[src/design/oplex_pkg.sv]
package oplex_pkg;

  // Source characters
  localparam logic [7:0] CH_LPAREN  = 8'h28;
  localparam logic [7:0] CH_RPAREN  = 8'h29;
  localparam logic [7:0] CH_LBRACE  = 8'h7b;
  localparam logic [7:0] CH_RBRACE  = 8'h7d;
  localparam logic [7:0] CH_COMMA   = 8'h2c;
  localparam logic [7:0] CH_DOT     = 8'h2e;
  localparam logic [7:0] CH_MINUS   = 8'h2d;
  localparam logic [7:0] CH_PLUS    = 8'h2b;
  localparam logic [7:0] CH_SEMI    = 8'h3b;
  localparam logic [7:0] CH_STAR    = 8'h2a;
  localparam logic [7:0] CH_BANG    = 8'h21;
  localparam logic [7:0] CH_EQUAL   = 8'h3d;
  localparam logic [7:0] CH_LESS    = 8'h3c;
  localparam logic [7:0] CH_GREATER = 8'h3e;
  localparam logic [7:0] CH_SLASH   = 8'h2f;
  localparam logic [7:0] CH_SPACE   = 8'h20;
  localparam logic [7:0] CH_TAB     = 8'h09;
  localparam logic [7:0] CH_CR      = 8'h0d;
  localparam logic [7:0] CH_LF      = 8'h0a;

  // Held operator codes
  localparam logic [2:0] PEND_NONE    = 3'd0;
  localparam logic [2:0] PEND_BANG    = 3'd1;
  localparam logic [2:0] PEND_EQUAL   = 3'd2;
  localparam logic [2:0] PEND_LESS    = 3'd3;
  localparam logic [2:0] PEND_GREATER = 3'd4;
  localparam logic [2:0] PEND_SLASH   = 3'd5;

  // Token kinds
  localparam logic [4:0] TOK_LPAREN    = 5'd0;
  localparam logic [4:0] TOK_RPAREN    = 5'd1;
  localparam logic [4:0] TOK_LBRACE    = 5'd2;
  localparam logic [4:0] TOK_RBRACE    = 5'd3;
  localparam logic [4:0] TOK_COMMA     = 5'd4;
  localparam logic [4:0] TOK_DOT       = 5'd5;
  localparam logic [4:0] TOK_MINUS     = 5'd6;
  localparam logic [4:0] TOK_PLUS      = 5'd7;
  localparam logic [4:0] TOK_SEMICOLON = 5'd8;
  localparam logic [4:0] TOK_STAR      = 5'd9;
  localparam logic [4:0] TOK_SINGLE_BASE = 5'd8;
  localparam logic [4:0] TOK_SLASH     = 5'd18;

  // One result, without the position fields
  typedef struct packed {
    logic       err;
    logic [4:0] kind;
    logic       len2;    // two-byte lexeme
    logic       at_off;  // lexeme starts at the current byte, else at the held byte
  } tok_t;

  // Scanner decision for one source byte
  typedef struct packed {
    logic [1:0] count;
    tok_t       r0;
    tok_t       r1;
    logic [2:0] pend;
    logic       comment;
    logic       load_start;
    logic       line_inc;
  } scan_t;

endpackage

[src/design/oplex_scan.sv]
module oplex_scan (
  input  logic [7:0]       byte_i,
  input  logic             eos_i,
  input  logic [2:0]       pend_i,
  input  logic             comment_i,
  output oplex_pkg::scan_t scan_o
);

  logic            f_emit;
  logic            f_err;
  logic [4:0]      f_kind;
  logic            f_set;
  logic [2:0]      f_pend;
  logic            f_nl;

  // Decode a byte as if nothing were held
  always_comb begin
    f_emit = 1'b1;
    f_err  = 1'b0;
    f_kind = oplex_pkg::TOK_LPAREN;
    f_set  = 1'b0;
    f_pend = oplex_pkg::PEND_NONE;
    f_nl   = 1'b0;
    unique case (byte_i) inside
      oplex_pkg::CH_LPAREN:  f_kind = oplex_pkg::TOK_LPAREN;
      oplex_pkg::CH_RPAREN:  f_kind = oplex_pkg::TOK_RPAREN;
      oplex_pkg::CH_LBRACE:  f_kind = oplex_pkg::TOK_LBRACE;
      oplex_pkg::CH_RBRACE:  f_kind = oplex_pkg::TOK_RBRACE;
      oplex_pkg::CH_COMMA:   f_kind = oplex_pkg::TOK_COMMA;
      oplex_pkg::CH_DOT:     f_kind = oplex_pkg::TOK_DOT;
      oplex_pkg::CH_MINUS:   f_kind = oplex_pkg::TOK_MINUS;
      oplex_pkg::CH_PLUS:    f_kind = oplex_pkg::TOK_PLUS;
      oplex_pkg::CH_SEMI:    f_kind = oplex_pkg::TOK_SEMICOLON;
      oplex_pkg::CH_STAR:    f_kind = oplex_pkg::TOK_STAR;
      oplex_pkg::CH_BANG: begin
        f_emit = 1'b0; f_set = 1'b1; f_pend = oplex_pkg::PEND_BANG;
      end
      oplex_pkg::CH_EQUAL: begin
        f_emit = 1'b0; f_set = 1'b1; f_pend = oplex_pkg::PEND_EQUAL;
      end
      oplex_pkg::CH_LESS: begin
        f_emit = 1'b0; f_set = 1'b1; f_pend = oplex_pkg::PEND_LESS;
      end
      oplex_pkg::CH_GREATER: begin
        f_emit = 1'b0; f_set = 1'b1; f_pend = oplex_pkg::PEND_GREATER;
      end
      oplex_pkg::CH_SLASH: begin
        f_emit = 1'b0; f_set = 1'b1; f_pend = oplex_pkg::PEND_SLASH;
      end
      oplex_pkg::CH_SPACE, oplex_pkg::CH_TAB, oplex_pkg::CH_CR: f_emit = 1'b0;
      oplex_pkg::CH_LF: begin
        f_emit = 1'b0; f_nl = 1'b1;
      end
      default: f_err = 1'b1;
    endcase
  end

  function automatic logic [4:0] single_kind(input logic [2:0] p);
    if (p == oplex_pkg::PEND_SLASH) begin
      return oplex_pkg::TOK_SLASH;
    end
    return oplex_pkg::TOK_SINGLE_BASE + {1'b0, p, 1'b0};
  endfunction

  always_comb begin
    oplex_pkg::tok_t res [2];
    oplex_pkg::tok_t t;
    logic [1:0]      cnt;
    logic            rescan;
    res[0] = '0;
    res[1] = '0;
    t      = '0;
    cnt    = 2'd0;
    rescan = 1'b0;
    scan_o = '0;
    scan_o.pend    = pend_i;
    scan_o.comment = comment_i;

    if (comment_i) begin
      if (byte_i == oplex_pkg::CH_LF) begin
        scan_o.comment  = 1'b0;
        scan_o.line_inc = 1'b1;
      end
    end else if (pend_i == oplex_pkg::PEND_SLASH) begin
      scan_o.pend = oplex_pkg::PEND_NONE;
      if (byte_i == oplex_pkg::CH_SLASH) begin
        scan_o.comment = 1'b1;
      end else begin
        res[0] = '{err: 1'b0, kind: oplex_pkg::TOK_SLASH, len2: 1'b0, at_off: 1'b0};
        cnt    = 2'd1;
        rescan = 1'b1;
      end
    end else if (pend_i != oplex_pkg::PEND_NONE) begin
      scan_o.pend = oplex_pkg::PEND_NONE;
      if (byte_i == oplex_pkg::CH_EQUAL) begin
        res[0] = '{err: 1'b0, kind: single_kind(pend_i) + 5'd1, len2: 1'b1, at_off: 1'b0};
      end else begin
        res[0] = '{err: 1'b0, kind: single_kind(pend_i), len2: 1'b0, at_off: 1'b0};
        rescan = 1'b1;
      end
      cnt = 2'd1;
    end else begin
      rescan = 1'b1;
    end

    if (rescan) begin
      if (f_emit) begin
        t = '{err: f_err, kind: f_err ? oplex_pkg::TOK_LPAREN : f_kind, len2: 1'b0,
              at_off: 1'b1};
        res[cnt[0]] = t;
        cnt = cnt + 2'd1;
      end
      if (f_set) begin
        scan_o.pend       = f_pend;
        scan_o.load_start = 1'b1;
      end
      scan_o.line_inc = f_nl;
    end

    // Flush an operator that was picked up by this last byte
    if (eos_i) begin
      if (scan_o.pend != oplex_pkg::PEND_NONE && cnt != 2'd2) begin
        res[cnt[0]] = '{err: 1'b0, kind: single_kind(scan_o.pend), len2: 1'b0,
                        at_off: 1'b1};
        cnt = cnt + 2'd1;
      end
      scan_o.pend    = oplex_pkg::PEND_NONE;
      scan_o.comment = 1'b0;
    end

    scan_o.count = cnt;
    scan_o.r0    = res[0];
    scan_o.r1    = res[1];
  end

endmodule

[src/design/oplex_obuf.sv]
module oplex_obuf #(
  parameter int Width = 50
) (
  input  logic             clk_i,
  input  logic             rst_ni,
  input  logic [1:0]       push_cnt_i,
  input  logic [Width-1:0] push0_i,
  input  logic [Width-1:0] push1_i,
  output logic             room_o,
  output logic             valid_o,
  output logic [Width-1:0] data_o,
  input  logic             ready_i
);

  localparam int Slots = 3;

  logic [1:0]       cnt_q, cnt_d;
  logic [Width-1:0] slot_q [Slots];
  logic [Width-1:0] slot_d [Slots];
  logic             pop;
  logic [1:0]       base;

  assign pop     = valid_o && ready_i;
  assign valid_o = cnt_q != 2'd0;
  assign data_o  = slot_q[0];
  // Room for a whole two-result transaction, whatever the output does
  assign room_o  = cnt_q <= 2'd1;
  assign base    = cnt_q - {1'b0, pop};

  always_comb begin
    for (int i = 0; i < Slots; i++) begin
      if (pop && i < Slots - 1) begin
        slot_d[i] = slot_q[i+1];
      end else begin
        slot_d[i] = slot_q[i];
      end
      if (push_cnt_i != 2'd0 && base == 2'(i)) begin
        slot_d[i] = push0_i;
      end
      if (push_cnt_i == 2'd2 && base + 2'd1 == 2'(i)) begin
        slot_d[i] = push1_i;
      end
    end
    cnt_d = base + push_cnt_i;
  end

  always_ff @(posedge clk_i or negedge rst_ni) begin
    if (!rst_ni) begin
      cnt_q <= 2'd0;
    end else begin
      cnt_q <= cnt_d;
    end
  end

  always_ff @(posedge clk_i) begin
    for (int i = 0; i < Slots; i++) begin
      slot_q[i] <= slot_d[i];
    end
  end

  // A full buffer takes no push and drains at most one entry a cycle
  a_cnt_range: assert property (@(posedge clk_i) disable iff (!rst_ni)
    cnt_q == 2'd3 |=> cnt_q >= 2'd2)
    else $error("full result buffer changed by more than one entry");

  a_push_room: assert property (@(posedge clk_i) disable iff (!rst_ni)
    push_cnt_i != 2'd0 |-> cnt_q <= 2'd1)
    else $error("results pushed without room");

  a_cnt_track: assert property (@(posedge clk_i) disable iff (!rst_ni)
    1'b1 |=> cnt_q == $past(cnt_q) - {1'b0, $past(pop)} + $past(push_cnt_i))
    else $error("result count lost track");

  a_pop_only: assert property (@(posedge clk_i) disable iff (!rst_ni)
    (pop && push_cnt_i == 2'd0 && cnt_q == 2'd1) |=> !valid_o)
    else $error("drained buffer still shows a result");

endmodule

[src/design/operator_punctuation_lexer_core.sv]
// Each result is registered in the result buffer; the master side shows the oldest one.
// Throughput: one byte per cycle while the buffer has room; a byte that yields two results
// holds s_axis_tready_o low until the three-entry result buffer drains to one result.
// The s_axis_tready_o depends only on the buffer fill, not on m_axis_tready_i.
// Reset: rst_ni clears the buffer and the scanner state; line count returns to 1.
module operator_punctuation_lexer_core #(
  parameter  int LINE_BITS   = 16,
  parameter  int OFFSET_BITS = 24,
  localparam int PayW  = 5 + LINE_BITS + OFFSET_BITS + 2,
  localparam int DataW = (PayW + 7) / 8 * 8
) (
  input  logic             clk_i,
  input  logic             rst_ni,
  input  logic             s_axis_tvalid_i,
  output logic             s_axis_tready_o,
  input  logic [7:0]       s_axis_tdata_i,   // source_byte
  input  logic             s_axis_tlast_i,   // end_of_source
  output logic             m_axis_tvalid_o,
  input  logic             m_axis_tready_i,
  // token_kind, line_number, lexeme_start, lexeme_length, zero fill
  output logic [DataW-1:0] m_axis_tdata_o,
  output logic             m_axis_tuser_o,   // result_kind
  output logic             m_axis_tlast_o    // last_of_run
);

  localparam int EntW = PayW + 2;

  logic [2:0]             pend_q;
  logic                   comment_q;
  logic [LINE_BITS-1:0]   line_q;
  logic [OFFSET_BITS-1:0] off_q;
  logic [OFFSET_BITS-1:0] pstart_q;
  logic                   accept;
  oplex_pkg::scan_t       scan;
  logic [EntW-1:0]        ent0, ent1, ent_out;
  logic [1:0]             push_cnt;

  assign accept = s_axis_tvalid_i && s_axis_tready_o;

  oplex_scan u_scan (
    .byte_i    (s_axis_tdata_i),
    .eos_i     (s_axis_tlast_i),
    .pend_i    (pend_q),
    .comment_i (comment_q),
    .scan_o    (scan)
  );

  function automatic logic [EntW-1:0] pack(
    input oplex_pkg::tok_t        t,
    input logic                   last,
    input logic [LINE_BITS-1:0]   line,
    input logic [OFFSET_BITS-1:0] off,
    input logic [OFFSET_BITS-1:0] pstart
  );
    logic [OFFSET_BITS-1:0] start;
    start = t.at_off ? off : pstart;
    return {last, t.err, (t.len2 ? 2'd2 : 2'd1), start, line, t.kind};
  endfunction

  assign ent0 = pack(scan.r0, scan.count == 2'd1, line_q, off_q, pstart_q);
  assign ent1 = pack(scan.r1, 1'b1, line_q, off_q, pstart_q);
  assign push_cnt = accept ? scan.count : 2'd0;

  oplex_obuf #(
    .Width (EntW)
  ) u_obuf (
    .clk_i      (clk_i),
    .rst_ni     (rst_ni),
    .push_cnt_i (push_cnt),
    .push0_i    (ent0),
    .push1_i    (ent1),
    .room_o     (s_axis_tready_o),
    .valid_o    (m_axis_tvalid_o),
    .data_o     (ent_out),
    .ready_i    (m_axis_tready_i)
  );

  assign m_axis_tdata_o = DataW'(ent_out[PayW-1:0]);
  assign m_axis_tuser_o = ent_out[PayW];
  assign m_axis_tlast_o = ent_out[PayW+1];

  always_ff @(posedge clk_i or negedge rst_ni) begin
    if (!rst_ni) begin
      pend_q    <= oplex_pkg::PEND_NONE;
      comment_q <= 1'b0;
      line_q    <= LINE_BITS'(1);
      off_q     <= '0;
      pstart_q  <= '0;
    end else if (accept) begin
      pend_q    <= scan.pend;
      comment_q <= scan.comment;
      if (s_axis_tlast_i) begin
        // next byte begins a new source
        line_q   <= LINE_BITS'(1);
        off_q    <= '0;
        pstart_q <= '0;
      end else begin
        if (scan.line_inc && line_q != '1) begin
          line_q <= line_q + LINE_BITS'(1);
        end
        off_q <= off_q + OFFSET_BITS'(1);
        if (scan.load_start) begin
          pstart_q <= off_q;
        end
      end
    end
  end

  a_line_nonzero: assert property (@(posedge clk_i) disable iff (!rst_ni)
    line_q != '0)
    else $error("line count reached zero");

  a_eos_clear: assert property (@(posedge clk_i) disable iff (!rst_ni)
    accept && s_axis_tlast_i |=> pend_q == oplex_pkg::PEND_NONE && !comment_q
      && off_q == '0)
    else $error("scanner state left after end of source");

  a_comment_no_pend: assert property (@(posedge clk_i) disable iff (!rst_ni)
    comment_q |-> pend_q == oplex_pkg::PEND_NONE)
    else $error("operator held inside a comment");

endmodule

[config.mk]
export PLATFORM = sky130hd
export DESIGN_NAME = operator_punctuation_lexer_core
export DESIGN_NICKNAME = d
export VERILOG_FILES = /design/src/design/oplex_pkg.sv /design/src/design/oplex_scan.sv /design/src/design/oplex_obuf.sv /design/src/design/operator_punctuation_lexer_core.sv
export SDC_FILE = /design/constraint.sdc
export NUM_CORES = 1
export LEC_CHECK = 0
export ABC_AREA = 1
export BUFFER_PORTS_ARGS = -buffer_cell sky130_fd_sc_hd__buf_2
export CAP_MARGIN = 10
export CORE_MARGIN = 2
export CORE_UTILIZATION = 67
export CTS_CLUSTER_SIZE = 8
export DETAILED_ROUTE_END_ITERATION = 7
export PLACE_DENSITY_LB_ADDON = 0.15
export SLEW_MARGIN = 40
export SYNTH_ARGS = -nofsm -noshare
export SYNTH_HDL_FRONTEND = slang
export SYNTH_SLANG_ARGS = --single-unit
[constraint.sdc]
create_clock -name clk_i -period 10.2 [get_ports clk_i]
set_clock_uncertainty 0.15 [all_clocks]
set_input_delay 2.04 -clock clk_i [delete_from_list [all_inputs] [get_ports clk_i]]
set_output_delay 2.04 -clock clk_i [all_outputs]
set_load 0.03 [all_outputs]
Yosys cells after proc, flatten, opt, wreduce, memory -nomap -nowiden
Memories as Yosys holds them, arrays and structs flattened.
Index checks and enable logic that the tools add are counted.
{"block": "classes", "n_shift": 0, "multipliers": 0, "n_eq_ne": 29, "bitwise_logic": 2, "add_sub_neg": 10, "n_lt_le_gt_ge": 5, "div": 0, "n_mux": 86, "reduce_logical": 25}
{"op": "49-bit 2-to-1 mux", "count": 8}
{"op": "24-bit 2-to-1 mux", "count": 5}
{"op": "8-bit by 6-bit == test with 1-bit output (second input constant)", "count": 14}
{"op": "16-bit 2-to-1 mux", "count": 6}
{"op": "5-bit 2-to-1 mux", "count": 10}
{"op": "8-bit 2-to-1 mux", "count": 5}
{"op": "4-bit case mux with 9 select lines", "count": 1}
{"op": "16-bit bitwise mux", "count": 2}
{"op": "1-bit 2-to-1 mux", "count": 27}
{"op": "24-bit by 1-bit adder with 24-bit output (second input constant)", "count": 1}
{"op": "8-bit by 4-bit == test with 1-bit output (second input constant)", "count": 3}
{"op": "2-bit 2-to-1 mux", "count": 10}
{"op": "19-bit OR reduction", "count": 1}
{"op": "16-bit by 1-bit adder with 16-bit output (second input constant)", "count": 1}
{"op": "8-bit demux with 1-bit select", "count": 2}
{"op": "8-bit by 7-bit == test with 1-bit output (second input constant)", "count": 2}
{"op": "16-bit != test (second input constant)", "count": 1}
{"op": "3-bit 2-to-1 mux", "count": 5}
{"op": "3-bit case mux with 5 select lines", "count": 1}
{"op": "7-bit 2-to-1 mux", "count": 2}
{"op": "1-bit logical AND", "count": 12}
{"op": "4-bit by 4-bit adder with 5-bit output (first input constant)", "count": 2}
{"op": "9-bit OR reduction", "count": 1}
{"op": "4-bit 2-to-1 mux", "count": 2}
{"op": "17 further kinds", "count": 33}
{"block": "totals", "mem_bits_rw": 147, "inputBits": 13, "reg_bits": 70, "word_cells": 164, "out_inout_bits": 52, "romBits": 0, "latchBits": 0, "memories": 1}
{"name": "u_obuf.slot_q", "depth": 3, "word_bits": 49, "rd": 3, "rd_clocked_by_memory_dff": 0, "wr": 3, "line_no": "oplex_obuf.sv:18", "source": "logic [Width-1:0] slot_q [Slots];"}

Logic depth before layout (Yosys ltp)
{"block": "logic_depth", "depth_word": 24, "mapped_depth": 23, "mapped_depth_nobuf": 22}

By module
A second synthesis with hierarchy kept.
{"block": "unflattened", "hier_cells": 1691, "hier_area_um2": 13010.0}
{"mod": "oplex_obuf", "area_each_um2": 8116.5, "cells_each": 935, "instances": 1, "seq_area_each_um2": 4464.3}
{"mod": "operator_punctuation_lexer_core", "area_each_um2": 4036.4, "cells_each": 586, "instances": 1, "seq_area_each_um2": 1702.9}
{"mod": "oplex_scan", "area_each_um2": 857.1, "cells_each": 170, "instances": 1, "seq_area_each_um2": 0.0}

Worst setup path after synthesis
Ideal clock, no wire load.
{"block": "synth_path", "path_type": "input-to-reg", "from": "input port s_axis_tdata_i[6]", "to": "memory u_obuf.slot_q[0][49] (netlist bit), enable pin", "slack_ns": 3.488, "path_stages": 19, "setup_time_ns": 0.707, "arrival_ns": 5.855, "required_time_ns": 9.343, "n_path_buf": 2, "path_cell_list": "inv_2 > nand2_2 > nor2_4 > nand3_2 > nand2_4 > nor2_1 > inv_1 > ha_1 > a21oi_1 > inv_2 > ha_1 > nor2_1 > nand3_2 > nand3_1 > nand2_4 > nand2_4 > buf_4 > buf_6 > nand3_1"}
{"item": "start, declared", "line_no": "operator_punctuation_lexer_core.sv:16", "source": "input logic [7:0] s_axis_tdata_i,"}
{"item": "end, declared", "line_no": "oplex_obuf.sv:18"}

==> summary.txt <==
Run status
  • Outcome: finished, final reports clean

Synth
  • Asr flop ratio synth: 32.3%
  • Netlist Area Pre-Place: about 12000 µm²
  • Synthesized flop and latch total: ~220
  • Seq/Total Area, Yosys: about half
  • Number of synthesized flops with an enable pin: 144
  • YS warnings: 0
  • Most common flop cell mapped by yosys: edfxtp_1
  • Synth Instances: roughly 1500
  • Syn Nets: between 1500 and 2000
  • Avg Inst Size Synth: a little over 8 µm²
  • Post-synthesis cell type count: between 40 and 50

Pwr
  • P_leak: approximately 6.0 nW
  • Pwr Density: about 270 nW/µm²
  • Worst VDD drop: around 0.27 mV

Critical path
  • Worst reg2reg startpoint: pend_q[0]
  • Crit path launch type: input port
  • CP Capture Type: register
  • Crit path DAT: roughly 7100 ps
  • Launch point of the worst path: s_axis_tdata_i[7]
  • Worst setup path category: input port to register
  • CP Max Fanout: slightly below 70
  • Worst path required time: about 10000 ps

CTS
  • Hold-fix buffers, CTS: 0
  • Root Driver: clkbuf_16
  • Post_cts resized: 0
  • Post-CTS Setup Repair Bufs: 0
  • Worst-path clk slew: roughly 50 ps
  • Max H-tree Level: 1
  • Number of buffers created by CTS: 31
  • CTS tree: built
  • Clk_lat worst skew: roughly 540 ps
  • Max Root-Sink Buffers: 3
  • Clock sinks: ~220

Drt
  • Number of vias per cell: 5.81
  • DRC viols: 0
  • Via count: 10090
  • DRT iter0 DRCs: ~1200
  • First drt pass iteration count: 6
  • Final WL: 29500 µm
  • Routed WL per cell: roughly 17 µm
  • Antenna Nets Post-Route: 0

Global route
  • Pin count of the biggest net entering global routing: slightly above 70
  • All-Layer GR Usage: between 30% and 40%
  • First-pass GRT wire length: 48500 µm
  • Vias in the first global route: approximately 9500
  • Antenna violations before repair: 0
  • GR Overflow Total: 0

STA
  • Slew Limit Fails: 0
  • Final min period: roughly 7000 ps
  • Fin. Hold Viols: 0
  • Final Setup Violations: 0
  • RSZ-0062 raised after global routing: false
  • Tcrit/Tclk final: a little under 70%
  • F_max: 0.142 GHz
  • Worst slew pin tran: slightly above 800 ps
  • Slew headroom: 45.3%
  • Final setup margin: ~3200 ps
  • Setup tns final: 0 ps

Placement
  • Setup WS pre-CTS: approximately 2600 ps
  • GP Congestion: roughly 0.89
  • I/O Buffers: 63
  • Final HPWL DP: between 15000 and 20000 µm

Die
  • FP Rows: between 40 and 50
  • Total die area: ~19000 µm²
  • Initial Util: between 60% and 70%
  • Die Y: between 100 and 150 µm
  • Top Ports: 65
  • Core area: around 18000 µm²
  • Die Width: roughly 140 µm

Hold path
  • Hold Path Class: register to register
  • Hold_sp: u_obuf.slot_q[0][146]

Cells and area
  • N_diodes: 0
  • Fraction of layout cells with a size suffix above 1: about an eighth
  • Area Overhead vs Synth: 7.20%
  • Commonest non-fill, non-tap cells in the layout: nand2_1, nand3_1, inv_1
  • Nets@finish: 1505
  • Most common cell after layout, fill and taps aside: nand2_1

Job
  • Max Cap Violations: 0
-- power breakdown --
group	leakage [nW]	internal, mW	switching (mW)
Clock	0.420	0.569	0.363
Sequential	2.36	1.33	0.0828
Combinational	3.26	0.318	0.926
Total	6.04	2.22	1.37
-- layer usage --
metal / share of wire [%] / global-route usage (%)
met1: 42 / 43.5
met4: 2.6 / 10.3
met5: 0 / 0
met2: 46 / 47.8
met3: 8.9 / 6.33
-- kinds of logic after synthesis --
family / share of synthesized area, %
buffers and inverters: 11.9
and+or+nand+nor: 29.9
xor gates and xnor gates: 0.143
other: 0.0306
DFF: 50.0
AOI/OAI and AO/OA: 7.18
adders and majority gates: 0.816
-- critical path: stages --
cell	delay, ps
buf_2	110
inv_2	40
nand2_2	100
nor2_4	80
nand3_2	80
nand2_4	80
nor2_1	280
inv_1	200
ha_1	320
a21oi_1	300
inv_2	130
ha_1	250
nor2_1	340
nand3_1	180
nand2_2	130
nand2_4	90
nand2_4	550
nand2_2	600
nand2_2	700
buf_4	430
-- synth_stat cells (11+ instances only) --
master / instances / area [µm²]
nand2_1: 437 / 1640
nand3_1: 189 / 946
inv_1: 173 / 649
edfxtp_1: 144 / 4320
dfrtp_1: 69 / 1730
nor2_1: 66 / 248
buf_4: 59 / 443
o21ai_0: 45 / 225
o21ai_1: 38 / 190
a21oi_1: 33 / 165
o22ai_1: 30 / 188
buf_2: 24 / 120
nor3_1: 24 / 120
nand3_2: 20 / 200
clkbuf_1: 19 / 71.3
inv_2: 13 / 48.8
nand2_2: 12 / 75.1
nand4_1: 12 / 75.1
nor2_2: 12 / 75.1
nand2_4: 11 / 124
-- cell type report --
cell class / count / area (µm²)
Sequential cell: 217 / 6140
Fill cell: 1359 / 4820
Multi-Input combinational cell: 971 / 4710
Clock buffer: 54 / 872
Inverter: 187 / 703
Timing Repair Buffer: 76 / 420
Tap cell: 229 / 287
Clock inverter: 2 / 16.3
-- per-stage QoR --
stage	hold slack [ps]	utilization [%]	area [µm²]	power, mW	instances
final	359	73.2	13100	3.59	1736
after global routing	375	73.2	13100	3.78	1736
after CTS	353	73.1	13100	3.59	1736
after detailed placement	335	68.2	12200	2.65	1680
after global placement	306	68.0	12200	2.61	1679
after floorplan	274	-	12300	2.46	1488
-- state kept, by name, indices dropped and copies added, names as in the netlist --
| register | cells |
|---|---|
| u_obuf.slot_q | 147 |
| comment_q | 1 |
| off_q | 24 |
| u_obuf.cnt_q | 2 |
| line_q | 16 |
| pend_q | 3 |
| pstart_q | 24 |
-- final timing paths --
check / to / slack, ps / depth (start not counted)
worst max-delay path: u_obuf.slot_q[0][116] / 3180 / 20
worst min-delay path: u_obuf.slot_q[0][146] / 360 / 2
worst max register to register: u_obuf.slot_q[0][116] / 4390 / 18
worst min register to register: u_obuf.slot_q[0][146] / 360 / 2
max in group asynchronous: pstart_q[6] / 7930 / 2
min in group asynchronous: line_q[9] / 1470 / 2
No activity file was read; power rests on OpenSTA's default activity.
